--- src/hw/rtl/dmaexp_pkg.sv ---
package dmaexp_pkg;

  typedef enum logic [2:0] {
    OP_TICK  = 3'd0,
    OP_WRITE = 3'd1,
    OP_READ  = 3'd2,
    OP_FF00  = 3'd3,
    OP_DONE  = 3'd4
  } op_e;

  // register offsets on the host bus
  localparam logic [4:0] REG_STATUS    = 5'd0;
  localparam logic [4:0] REG_COMMAND   = 5'd1;
  localparam logic [4:0] REG_HOST_LO   = 5'd2;
  localparam logic [4:0] REG_HOST_HI   = 5'd3;
  localparam logic [4:0] REG_EXP_LO    = 5'd4;
  localparam logic [4:0] REG_EXP_HI    = 5'd5;
  localparam logic [4:0] REG_BANK      = 5'd6;
  localparam logic [4:0] REG_LEN_LO    = 5'd7;
  localparam logic [4:0] REG_LEN_HI    = 5'd8;
  localparam logic [4:0] REG_IRQ_MASK  = 5'd9;
  localparam logic [4:0] REG_ADDR_CTRL = 5'd10;

  // configuration register indexes
  localparam logic [1:0] CFG_CHIPS     = 2'd0;
  localparam logic [1:0] CFG_BANK_MASK = 2'd1;
  localparam logic [1:0] CFG_ADDR_MASK = 2'd2;

  // bit positions
  localparam int unsigned ST_IRQ    = 7;
  localparam int unsigned ST_EOB    = 6;
  localparam int unsigned ST_VERR   = 5;
  localparam int unsigned ST_CHIPS  = 4;
  localparam int unsigned CMD_EXEC  = 7;
  localparam int unsigned CMD_AUTO  = 5;
  localparam int unsigned CMD_NOFF  = 4;
  localparam int unsigned IM_ENABLE = 7;
  localparam int unsigned IM_EOB    = 6;
  localparam int unsigned IM_VERR   = 5;
  localparam int unsigned AC_FIXH   = 7;
  localparam int unsigned AC_FIXR   = 6;

  localparam logic [7:0]  IM_UNUSED     = 8'h1f;
  localparam logic [7:0]  AC_UNUSED     = 8'h3f;
  localparam logic [7:0]  CMD_RESET     = 8'h10;
  localparam logic [7:0]  STATUS_RESET  = 8'h10;
  localparam logic [7:0]  BANK_MASK_RST = 8'hf8;
  localparam logic [23:0] ADDR_MASK_RST = 24'h07ffff;
  localparam logic [15:0] LEN_RESET     = 16'hffff;
  localparam logic [7:0]  UNUSED_READ   = 8'hff;

  typedef logic [10:0] ticks_t;
  localparam ticks_t TICKS_MAX = 11'h7ff;

  typedef struct packed {
    logic [7:0]  read_data;
    logic        start_transfer;
    logic        irq_drive;
    logic [7:0]  cur_command;
    logic [15:0] cur_host_addr;
    logic [23:0] cur_reu_addr;
    logic [15:0] cur_length;
    logic [7:0]  cur_addr_control;
  } res_t;

endpackage

--- src/hw/rtl/dma_expander_register_file.sv ---
// A result word is registered in the result register, or in the skid if output stalls.
// Throughput: one input word per cycle unless stalled; all register updates for a
// word settle in the single combinational stage between input port and result register.
// A two-entry output (result register plus skid) keeps the input open for one stall.
// rst_ni sets all but the result/skid data to power-up values, the config to defaults.
module dma_expander_register_file #(
  parameter int unsigned RESET_HOLD_TICKS = 1000
) (
  input  logic        clk_i,
  input  logic        rst_ni,

  input  logic        cfg_we_i,
  input  logic [1:0]  cfg_index_i,
  input  logic [23:0] cfg_data_i,

  input  logic        in_valid_i,
  output logic        in_stall_o,
  input  logic [2:0]  op_i,
  input  logic [4:0]  reg_offset_i,
  input  logic [7:0]  write_data_i,
  input  logic        cpu_reset_low_i,
  input  logic        irq_line_low_i,
  input  logic [15:0] done_host_addr_i,
  input  logic [23:0] done_reu_addr_i,
  input  logic [15:0] done_length_i,
  input  logic        done_end_of_block_i,
  input  logic        done_verify_error_i,

  output logic        out_valid_o,
  input  logic        out_stall_i,
  output logic [7:0]  read_data_o,
  output logic        start_transfer_o,
  output logic        irq_drive_o,
  output logic [7:0]  cur_command_o,
  output logic [15:0] cur_host_addr_o,
  output logic [23:0] cur_reu_addr_o,
  output logic [15:0] cur_length_o,
  output logic [7:0]  cur_addr_control_o
);

  localparam dmaexp_pkg::ticks_t HoldTicks = dmaexp_pkg::ticks_t'(RESET_HOLD_TICKS);

  logic        chips_q, chips_d;
  logic [7:0]  bank_mask_q, bank_mask_d;
  logic [23:0] addr_mask_q, addr_mask_d;

  logic [7:0]  status_q, status_d;
  logic [7:0]  command_q, command_d;
  logic [15:0] host_q, host_d, host_sh_q, host_sh_d;
  logic [15:0] exp_q, exp_d, exp_sh_q, exp_sh_d;
  logic [7:0]  bank_q, bank_d, bank_sh_q, bank_sh_d;
  logic [15:0] len_q, len_d, len_sh_q, len_sh_d;
  logic [7:0]  irq_mask_q, irq_mask_d;
  logic [7:0]  ac_q, ac_d;
  logic        wait_ff00_q, wait_ff00_d;
  logic        irq_pend_q, irq_pend_d;
  logic        irq_asserted_q, irq_asserted_d;
  dmaexp_pkg::ticks_t ticks_q, ticks_d;

  dmaexp_pkg::res_t res_d, out_q, out_d, skid_q, skid_d;
  logic        out_valid_q, out_valid_d, skid_valid_q, skid_valid_d;
  logic        accept, pop;
  logic [23:0] reu_masked;

  assign in_stall_o = skid_valid_q;
  assign accept     = in_valid_i & ~skid_valid_q;
  assign pop        = out_valid_q & ~out_stall_i;
  assign reu_masked = done_reu_addr_i & addr_mask_q;

  // configuration writes
  always_comb begin
    chips_d     = chips_q;
    bank_mask_d = bank_mask_q;
    addr_mask_d = addr_mask_q;
    if (cfg_we_i) begin
      unique case (cfg_index_i)
        dmaexp_pkg::CFG_CHIPS:     chips_d     = cfg_data_i[0];
        dmaexp_pkg::CFG_BANK_MASK: bank_mask_d = cfg_data_i[7:0];
        dmaexp_pkg::CFG_ADDR_MASK: addr_mask_d = cfg_data_i;
        default: ;
      endcase
    end
  end

  // register file update for one bus word
  always_comb begin
    status_d       = status_q;
    command_d      = command_q;
    host_d         = host_q;
    host_sh_d      = host_sh_q;
    exp_d          = exp_q;
    exp_sh_d       = exp_sh_q;
    bank_d         = bank_q;
    bank_sh_d      = bank_sh_q;
    len_d          = len_q;
    len_sh_d       = len_sh_q;
    irq_mask_d     = irq_mask_q;
    ac_d           = ac_q;
    wait_ff00_d    = wait_ff00_q;
    irq_pend_d     = irq_pend_q;
    irq_asserted_d = irq_asserted_q;
    ticks_d        = ticks_q;
    res_d          = '0;

    if (accept) begin
      // long host reset: reset registers before the access
      if (cpu_reset_low_i) begin
        if (ticks_q != dmaexp_pkg::TICKS_MAX) begin
          ticks_d = ticks_q + 11'd1;
        end
        if (ticks_d > HoldTicks) begin
          irq_asserted_d = 1'b0;
          irq_pend_d     = 1'b0;
          wait_ff00_d    = 1'b0;
          status_d[dmaexp_pkg::ST_CHIPS] = chips_q;
          command_d      = dmaexp_pkg::CMD_RESET;
          len_d          = dmaexp_pkg::LEN_RESET;
          len_sh_d       = dmaexp_pkg::LEN_RESET;
          host_d         = '0;
          exp_d          = '0;
          exp_sh_d       = '0;
          bank_d         = bank_mask_q;
          bank_sh_d      = bank_mask_q;
          irq_mask_d     = dmaexp_pkg::IM_UNUSED;
          ac_d           = dmaexp_pkg::AC_UNUSED;
        end
      end else begin
        ticks_d = '0;
      end

      case (dmaexp_pkg::op_e'(op_i))
        dmaexp_pkg::OP_WRITE: begin
          unique case (reg_offset_i)
            dmaexp_pkg::REG_COMMAND: begin
              command_d = write_data_i;
              if (write_data_i[dmaexp_pkg::CMD_EXEC] && write_data_i[dmaexp_pkg::CMD_NOFF]) begin
                res_d.start_transfer = 1'b1;
                wait_ff00_d          = 1'b0;
              end else if (write_data_i[dmaexp_pkg::CMD_EXEC]) begin
                wait_ff00_d = 1'b1;
              end
            end
            dmaexp_pkg::REG_HOST_LO: begin
              host_sh_d = {host_sh_d[15:8], write_data_i};
              host_d    = host_sh_d;
            end
            dmaexp_pkg::REG_HOST_HI: begin
              host_sh_d = {write_data_i, host_sh_d[7:0]};
              host_d    = host_sh_d;
            end
            dmaexp_pkg::REG_EXP_LO: begin
              exp_sh_d = {exp_sh_d[15:8], write_data_i};
              exp_d    = exp_sh_d;
            end
            dmaexp_pkg::REG_EXP_HI: begin
              exp_sh_d = {write_data_i, exp_sh_d[7:0]};
              exp_d    = exp_sh_d;
            end
            dmaexp_pkg::REG_BANK: begin
              bank_sh_d = write_data_i & ~bank_mask_q;
              bank_d    = bank_sh_d;
            end
            dmaexp_pkg::REG_LEN_LO: begin
              len_sh_d = {len_sh_d[15:8], write_data_i};
              len_d    = len_sh_d;
            end
            dmaexp_pkg::REG_LEN_HI: begin
              len_sh_d = {write_data_i, len_sh_d[7:0]};
              len_d    = len_sh_d;
            end
            dmaexp_pkg::REG_IRQ_MASK: begin
              irq_mask_d = write_data_i | dmaexp_pkg::IM_UNUSED;
              if (status_d[dmaexp_pkg::ST_EOB] && irq_mask_d[dmaexp_pkg::IM_EOB] &&
                  irq_mask_d[dmaexp_pkg::IM_ENABLE]) begin
                status_d[dmaexp_pkg::ST_IRQ] = 1'b1;
                irq_pend_d = 1'b1;
              end
              if (status_d[dmaexp_pkg::ST_VERR] && irq_mask_d[dmaexp_pkg::IM_VERR] &&
                  irq_mask_d[dmaexp_pkg::IM_ENABLE]) begin
                status_d[dmaexp_pkg::ST_IRQ] = 1'b1;
                irq_pend_d = 1'b1;
              end
            end
            dmaexp_pkg::REG_ADDR_CTRL: ac_d = write_data_i | dmaexp_pkg::AC_UNUSED;
            default: ;
          endcase
        end
        dmaexp_pkg::OP_READ: begin
          unique case (reg_offset_i)
            dmaexp_pkg::REG_STATUS: begin
              res_d.read_data = status_d;
              status_d[dmaexp_pkg::ST_IRQ]  = 1'b0;
              status_d[dmaexp_pkg::ST_EOB]  = 1'b0;
              status_d[dmaexp_pkg::ST_VERR] = 1'b0;
              irq_asserted_d = 1'b0;
            end
            dmaexp_pkg::REG_COMMAND:   res_d.read_data = command_d;
            dmaexp_pkg::REG_HOST_LO:   res_d.read_data = host_d[7:0];
            dmaexp_pkg::REG_HOST_HI:   res_d.read_data = host_d[15:8];
            dmaexp_pkg::REG_EXP_LO:    res_d.read_data = exp_d[7:0];
            dmaexp_pkg::REG_EXP_HI:    res_d.read_data = exp_d[15:8];
            dmaexp_pkg::REG_BANK:      res_d.read_data = bank_d | bank_mask_q;
            dmaexp_pkg::REG_LEN_LO:    res_d.read_data = len_d[7:0];
            dmaexp_pkg::REG_LEN_HI:    res_d.read_data = len_d[15:8];
            dmaexp_pkg::REG_IRQ_MASK:  res_d.read_data = irq_mask_d;
            dmaexp_pkg::REG_ADDR_CTRL: res_d.read_data = ac_d;
            default:                   res_d.read_data = dmaexp_pkg::UNUSED_READ;
          endcase
        end
        dmaexp_pkg::OP_FF00: begin
          if (wait_ff00_d) begin
            res_d.start_transfer = 1'b1;
            wait_ff00_d          = 1'b0;
          end
        end
        dmaexp_pkg::OP_DONE: begin
          status_d[dmaexp_pkg::ST_EOB]  = status_d[dmaexp_pkg::ST_EOB]  | done_end_of_block_i;
          status_d[dmaexp_pkg::ST_VERR] = status_d[dmaexp_pkg::ST_VERR] | done_verify_error_i;
          if (!command_d[dmaexp_pkg::CMD_AUTO]) begin
            if (!ac_d[dmaexp_pkg::AC_FIXH]) begin
              host_d = done_host_addr_i;
            end
            if (!ac_d[dmaexp_pkg::AC_FIXR]) begin
              exp_d  = reu_masked[15:0];
              bank_d = reu_masked[23:16];
            end
            len_d = done_length_i;
          end else begin
            // autoload: reload from shadows
            host_d = host_sh_d;
            exp_d  = exp_sh_d;
            bank_d = bank_sh_d;
            len_d  = len_sh_d;
          end
          if ((done_end_of_block_i && irq_mask_d[dmaexp_pkg::IM_EOB] &&
               irq_mask_d[dmaexp_pkg::IM_ENABLE]) ||
              (done_verify_error_i && irq_mask_d[dmaexp_pkg::IM_VERR] &&
               irq_mask_d[dmaexp_pkg::IM_ENABLE])) begin
            status_d[dmaexp_pkg::ST_IRQ] = 1'b1;
            irq_pend_d = 1'b1;
          end
        end
        default: ;
      endcase

      // take the line once nobody else holds it low
      if (irq_pend_d && !irq_line_low_i) begin
        irq_pend_d     = 1'b0;
        irq_asserted_d = 1'b1;
      end
    end

    res_d.irq_drive        = irq_asserted_d;
    res_d.cur_command      = command_d;
    res_d.cur_host_addr    = host_d;
    res_d.cur_reu_addr     = {bank_d, exp_d};
    res_d.cur_length       = len_d;
    res_d.cur_addr_control = ac_d;
  end

  // result register with skid stage
  always_comb begin
    out_d        = out_q;
    out_valid_d  = out_valid_q;
    skid_d       = skid_q;
    skid_valid_d = skid_valid_q;
    if (!out_valid_q || pop) begin
      if (skid_valid_q) begin
        out_d        = skid_q;
        out_valid_d  = 1'b1;
        skid_valid_d = 1'b0;
      end else begin
        out_d       = res_d;
        out_valid_d = accept;
      end
    end else if (accept) begin
      skid_d       = res_d;
      skid_valid_d = 1'b1;
    end
  end

  always_ff @(posedge clk_i or negedge rst_ni) begin
    if (!rst_ni) begin
      chips_q        <= 1'b1;
      bank_mask_q    <= dmaexp_pkg::BANK_MASK_RST;
      addr_mask_q    <= dmaexp_pkg::ADDR_MASK_RST;
      status_q       <= dmaexp_pkg::STATUS_RESET;
      command_q      <= dmaexp_pkg::CMD_RESET;
      host_q         <= '0;
      host_sh_q      <= '0;
      exp_q          <= '0;
      exp_sh_q       <= '0;
      bank_q         <= dmaexp_pkg::BANK_MASK_RST;
      bank_sh_q      <= dmaexp_pkg::BANK_MASK_RST;
      len_q          <= dmaexp_pkg::LEN_RESET;
      len_sh_q       <= dmaexp_pkg::LEN_RESET;
      irq_mask_q     <= dmaexp_pkg::IM_UNUSED;
      ac_q           <= dmaexp_pkg::AC_UNUSED;
      wait_ff00_q    <= 1'b0;
      irq_pend_q     <= 1'b0;
      irq_asserted_q <= 1'b0;
      ticks_q        <= '0;
      out_valid_q    <= 1'b0;
      skid_valid_q   <= 1'b0;
    end else begin
      chips_q        <= chips_d;
      bank_mask_q    <= bank_mask_d;
      addr_mask_q    <= addr_mask_d;
      status_q       <= status_d;
      command_q      <= command_d;
      host_q         <= host_d;
      host_sh_q      <= host_sh_d;
      exp_q          <= exp_d;
      exp_sh_q       <= exp_sh_d;
      bank_q         <= bank_d;
      bank_sh_q      <= bank_sh_d;
      len_q          <= len_d;
      len_sh_q       <= len_sh_d;
      irq_mask_q     <= irq_mask_d;
      ac_q           <= ac_d;
      wait_ff00_q    <= wait_ff00_d;
      irq_pend_q     <= irq_pend_d;
      irq_asserted_q <= irq_asserted_d;
      ticks_q        <= ticks_d;
      out_valid_q    <= out_valid_d;
      skid_valid_q   <= skid_valid_d;
    end
  end

  always_ff @(posedge clk_i) begin
    out_q  <= out_d;
    skid_q <= skid_d;
  end

  assign out_valid_o        = out_valid_q;
  assign read_data_o        = out_q.read_data;
  assign start_transfer_o   = out_q.start_transfer;
  assign irq_drive_o        = out_q.irq_drive;
  assign cur_command_o      = out_q.cur_command;
  assign cur_host_addr_o    = out_q.cur_host_addr;
  assign cur_reu_addr_o     = out_q.cur_reu_addr;
  assign cur_length_o       = out_q.cur_length;
  assign cur_addr_control_o = out_q.cur_addr_control;

endmodule

--- config.mk ---
export PLATFORM = sky130hd
export DESIGN_NAME = dma_expander_register_file
export DESIGN_NICKNAME = d
export VERILOG_FILES = /design/src/hw/rtl/dmaexp_pkg.sv /design/src/hw/rtl/dma_expander_register_file.sv
export SDC_FILE = /design/constraint.sdc
export NUM_CORES = 1
export LEC_CHECK = 0
export BUFFER_PORTS_ARGS = -buffer_cell sky130_fd_sc_hd__buf_4
export CORE_UTILIZATION = 55
export DETAILED_ROUTE_END_ITERATION = 6
export PLACE_DENSITY = 0.75
export SYNTH_ARGS = -nofsm -noshare
export SYNTH_HDL_FRONTEND = slang
export SYNTH_SLANG_ARGS = --single-unit
--- constraint.sdc ---
create_clock -name clk_i -period 7.2 [get_ports clk_i]
set_input_delay 1.08 -clock clk_i [delete_from_list [all_inputs] [get_ports clk_i]]
set_output_delay 1.08 -clock clk_i [all_outputs]
set_load 0.01 [all_outputs]
Word level (Yosys, flattened, before mapping) --
Cells that the tools add are included.
Operators by class: $add $sub $neg 1, $mul 0, divide/modulo/power cells 0, $lt $le $gt $ge 1, equal/unequal tests 21, shift-type cells 0, mux-type cells 104, bitwise gates (word level) 13, reductions and logical operators 27
Operators with widths (number):
- two-way mux 16 bit | 20
- one-hot mux 16 bit (2 select lines) | 9
- two-way mux 8 bit | 29
- one-hot mux 8 bit (11 select lines) | 1
- two-way mux 82 bit | 1
- two-way mux 11 bit | 4
- two-way mux 1 bit | 32
- AND 24 bit | 1
- equality test 5 x 3 -> 1 bit (second input constant) | 4
- one-hot mux 8 bit (2 select lines) | 1
- equality test 5 x 4 -> 1 bit (second input constant) | 3
- adder 11 x 1 -> 11 bit (second input constant) | 1
- greater-than comparator 11 x 10 -> 1 bit (second input constant) | 1
- != test 11 bit (second input constant) | 1
- equality test 5 x 2 -> 1 bit (second input constant) | 2
- logical AND 1 bit | 10
- two-way mux 9 bit | 1
- AND 8 bit | 1
- NOT 8 bit | 1
- OR 8 bit | 1
- AND reduction 2 bit | 4
- AND reduction 4 bit | 2
- equality test 3 x 2 -> 1 bit (second input constant) | 2
- one-hot mux 1 bit (2 select lines) | 3
- 22 further kinds | 32
Word-level totals: flip-flop bits (word level) 353, latch bits 0, bits in writable memories 0, memory bits (read-only) 0, input bits 107, output and inout port bits 84, logic and storage cells 207, memories kept 0

Depth between registers and ports, before layout --
depth after elaboration 18, gate-level depth with buffers 15, mapped depth without buffers 10

Least setup slack after synthesis --
OpenSTA, ideal clock, no wires.
path type in2reg, start input out_stall_i, end register skid_q[0] (netlist bit), enable pin, library setup time 0.522 ns, arrival time 6.606 ns, slack 0.072 ns, stages 2, buffers on the path 0, path through nand2_1 -> nor2_1
On the way: word-level cells in the longest chain between the ends 5
RTL lines:
- start, declared | line dma_expander_register_file.sv:30 | input logic out_stall_i,
- NOT 1 bit | line dma_expander_register_file.sv:67 | assign pop = out_valid_q & ~out_stall_i;
- AND 1 bit | line dma_expander_register_file.sv:67
- logical OR 1 bit | line dma_expander_register_file.sv:267 | if (!out_valid_q || pop) begin
- NOT 1 bit (no source line)
- AND reduction 2 bit (no source line)
- end signal, assigned | line dma_expander_register_file.sv:332 | skid_q <= skid_d;
- end, declared | line dma_expander_register_file.sv:60 | dmaexp_pkg::res_t res_d, out_q, out_d, skid_q, skid_d;
Every way passes these cells. A chain may end at the register's enable or synchronous reset.

Worst setup path after layout --
start register ticks_q[0], end register out_q, in the netlist cur_command_o[4], data pin
On the way: word-level cells in the longest chain between the ends 12, elaborated cells on any way between the ends 13, classes of those cells add/sub: 1; order compare: 1; eq/ne: 1; mux: 10
RTL lines:
- start, declared | line dma_expander_register_file.sv:58 | dmaexp_pkg::ticks_t ticks_q, ticks_d;
- start signal, assigned | line dma_expander_register_file.sv:324 | ticks_q <= ticks_d;
- adder 11 x 1 -> 11 bit / != test 11 bit (equally long branches) | line dma_expander_register_file.sv:109, dma_expander_register_file.sv:108
- two-way mux 11 bit * | line dma_expander_register_file.sv:108 | if (ticks_q != dmaexp_pkg::TICKS_MAX) begin
- two-way mux 11 bit * | line dma_expander_register_file.sv:107 | if (cpu_reset_low_i) begin
- two-way mux 11 bit * | line dma_expander_register_file.sv:105 | if (accept) begin
- greater-than comparator 11 x 10 -> 1 bit * | line dma_expander_register_file.sv:111 | if (ticks_d > HoldTicks) begin
- two-way mux 8 bit * | line dma_expander_register_file.sv:111
- two-way mux 8 bit * | line dma_expander_register_file.sv:107
- two-way mux 8 bit * | line dma_expander_register_file.sv:105
- two-way mux 8 bit | line dma_expander_register_file.sv:133 | unique case (reg_offset_i)
- two-way mux 8 bit * | line dma_expander_register_file.sv:131 | case (dmaexp_pkg::op_e'(op_i))
- two-way mux 8 bit * | line dma_expander_register_file.sv:105
- net command_d[4] | line dma_expander_register_file.sv:48 | logic [7:0] command_q, command_d;
- two-way mux 82 bit * | line dma_expander_register_file.sv:268 | if (skid_valid_q) begin
- end signal, assigned | line dma_expander_register_file.sv:331 | out_q <= out_d;
- end, declared | line dma_expander_register_file.sv:60
Mark *: on every way through the listed nets, which the timed path passes. The rest lies on a longest branch. The select of a mux whose other input is x is not followed.

==> impl_metrics.ini <==
[outcome]
status = completed

[setup_path]
start_kind = flop
cp_cell_sequence = ha_1 -> and4_1 -> and3_4 -> a221o_1 -> nor4_4 -> buf_4 -> nor2_4 -> o21ai_1 -> a22oi_1 -> mux2_2
criticalPathCategory = flop to flop
crit_start = ticks_q[0]$_DFFE_PN0P_
endpoint_kind = flop
cp_slowest_cell = nor4_4
crit_buf_inv = 1
cp_slowest_stage_delay_ns = 0.90
rr_startpoint = ticks_q[0]$_DFFE_PN0P_
path_delay_family = simple AND/OR/NAND/NOR gates
cp_max_fo = 36
crit_arrival_ns = 4.82
required_ns = 7.48

[drt]
routed_wl_um = 56700
drc = 0
via_per_inst = 6.90
wl_per_cell_um = 25.7
ant_nets = 0
firstDrtPassIters = 6
drtIter0Drc = 2030
vias = 15216

[yosys]
synth_area_sq_um = 17900
synthArstFlopShare_pct = 53.5
ys.flop_type = edfxtp_1
ys_types = 80
synth_area_per_cell_sq_um = 11.1
post-synth-top-area-cell = edfxtp_1
yosysWarnings = 0
ys_seq_area_share_pct = 54.5
synth_edf_count = 164
syn_inst = 1620
synth_seq_cells = 353
syn_nets = 1728
yosysTopAreaCellShare_pct = 27.5
synthTopCellsByArea = edfxtp_1 28%, dfrtp_1 15%, dfstp_2 12%, mux2_2 5.6%, a21oi_1 3.5%

[place]
port_buffers = 190
dpl.hpwl_um = 36600
gp_congestion = 0.988
place_ws_ns = 2.73
place_area_sq_um = 19500

[cts]
clk_latency_ns = 0.53
clk_pin_slew_ns = 0.06
post_cts_resized = 0
cts-root-buf = clkbuf_16
cts_buffer_depth = 3
cts_setup_buffers = 0
cts_tree = done
cts_hold_buf = 0
numCtsBuffers = 38
h-tree-depth = 2
clkSinkCount = 353

[power_and_ir_drop]
p_per_area_nw_per_um2 = 271
p_sw_w = 0.00153
ir_drop_mv = 0.210
total_power_w = 0.00565
switching_share_pct = 27.1
p_int_w = 0.00412
combPwrFrac_pct = 15.9
p_leak_nw = 7.99
seqPwrFrac_pct = 47.8
clkPwrFrac_pct = 36.3

[global_route]
grt_pass1_wl_um = 86100
track_usage_pct = 34.0
grt_max_degree = 120
antenna_found_initial = 2
grt_pass1_vias = 14367
grt.overflow.total = 0

[sta]
hold_viol = 0
slew_viol_final = 0
min_period_ns = 4.54
slew-limit-headroom_pct = 17.1
worst_slew_pin_slew_ns = 1.24
setup_slack_ns = 2.66
max_freq_mhz = 220
fin_skew_ns = 0.0120
final.setup.tns_ns = 0
setup_violations = 0
min_period_over_period_pct = 63.1
rsz0062_at_grt = no

[cells_and_area]
layout.nets = 1849
stdcell_area_sq_um = 20800
top_register = skid_q
final_cell_mix = 212 x buf_4, 164 x edfxtp_1, 146 x nand2_1
largest_register_ffs = 82
n_antenna_cell = 0
synthToLayoutAreaGrowth_pct = 16.4
drive_gt1_share_pct = 27.6
final_common_cell = buf_4

[floorplan]
die_y_um = 182
ios = 191
placementRows = 65
die_area_sq_um = 33300
die_w_um = 182
start_util_pct = 56.3
coreArea_sq_um = 31800

[flow_run]
cap_violations = 0

[min_path]
hp-start = status_q[4]$_DFFE_PN1P_
hp-class = flop to flop
==> through the flow <==
stage | std cells | utilization (%) | hold slack, ns
2_1_floorplan | 1620 | - | 0.438
3_3_place_gp | 2136 | 61.4 | 0.454
3_5_place_dp | 2136 | 61.4 | 0.457
4_1_cts | 2206 | 65.5 | 0.468
5_1_grt | 2206 | 65.5 | 0.498
6_report | 2206 | 65.5 | 0.474
==> worst paths after layout <==
path / end / slack (ns) / cells past startpoint
setup / recovery: cur_command_o[4]$_DFFE_PN_ / 2.66 / 10
hold / removal: status_q[4]$_DFFE_PN1P_ / 0.47 / 2
setup reg to reg: cur_command_o[4]$_DFFE_PN_ / 2.66 / 10
hold reg to reg: status_q[4]$_DFFE_PN1P_ / 0.47 / 2
max in group asynchronous: bank_q[0]$_DFF_PN0_ / 4.91 / 2
min in group asynchronous: host_q[7]$_DFF_PN0_ / 0.68 / 1
==> power groups by stage <==
| stage | sequential [W] | clock [W] | combinational (W) |
|---|---|---|---|
| 4_1_cts | 0.00269 | 0.00207 | 0.000893 |
| 6_report | 0.00270 | 0.00205 | 0.000901 |
| 3_5_place_dp | 0.00272 | 0 | 0.000887 |
| 2_1_floorplan | 0.00267 | 0 | 0.000509 |
| 3_3_place_gp | 0.00271 | 0 | 0.000863 |
| 5_1_grt | 0.00272 | 0.00215 | 0.000971 |
==> cell usage after synthesis (8+ instances only) <==
| library cell | n |
|---|---|
| nor3_1 | 9 |
| o22ai_1 | 21 |
| inv_1 | 20 |
| o211ai_1 | 21 |
| a221o_1 | 26 |
| o21ai_0 | 89 |
| a21oi_1 | 127 |
| nand4_1 | 13 |
| clkbuf_1 | 102 |
| o221ai_1 | 16 |
| nand3_1 | 24 |
| o31ai_1 | 22 |
| a31oi_1 | 19 |
| and2_1 | 12 |
| a211oi_1 | 28 |
| mux2i_1 | 28 |
| a21boi_0 | 11 |
| o221a_2 | 20 |
| o31a_1 | 8 |
| nor2_1 | 110 |
| dfrtp_1 | 109 |
| edfxtp_1 | 164 |
| dfstp_2 | 80 |
| a21o_1 | 28 |
| a211o_1 | 12 |
| a22oi_1 | 17 |
| a22o_1 | 23 |
| o21a_1 | 19 |
| buf_2 | 11 |
| a32o_1 | 12 |
| nand2b_1 | 15 |
| a221oi_1 | 38 |
| nand2_1 | 148 |
| mux2_2 | 89 |
| a32oi_1 | 10 |
| buf_1 | 8 |
==> area by class of cell <==
class / count / area (sq um)
fill: 2466 / 11000
sequential: 353 / 9760
multi-input combinational: 1113 / 7530
timing repair buffer: 214 / 1630
clock buffer: 57 / 1150
tap: 435 / 544
clock inverter: 13 / 163
inverter: 21 / 78.8
==> tightest hold or removal path, cell delays in order (launching register included) <==
cell	delay [ns]
dfstp_2	0.37
nand2_1	0.06
nand2_1	0.05
==> kinds of logic (layout without fill, tap and decap cells) <==
kind of cell | after synthesis | in the layout | share of synthesized area [%]
adders and majority gates | 1 | 1 | 0.0699
and+or+nand+nor | 374 | 374 | 9.56
DFF | 353 | 353 | 54.5
buffers and inverters | 154 | 305 | 3.72
AOI/OAI and AO/OA | 619 | 619 | 24.9
xor gates and xnor gates | 2 | 2 | 0.0978
muxes | 117 | 117 | 7.16
==> layer usage <==
layer | up-vias | part of all wire (%) | GRT usage [%]
li1 | 6540 | - | -
met1 | 7456 | 38 | 46.9
met2 | 1045 | 46 | 52.8
met3 | 173 | 11 | 6.21
met4 | 2 | 4.3 | 14.8
met5 | - | 0.018 | 0
Note: power is estimated with default switching activity, not from simulation.
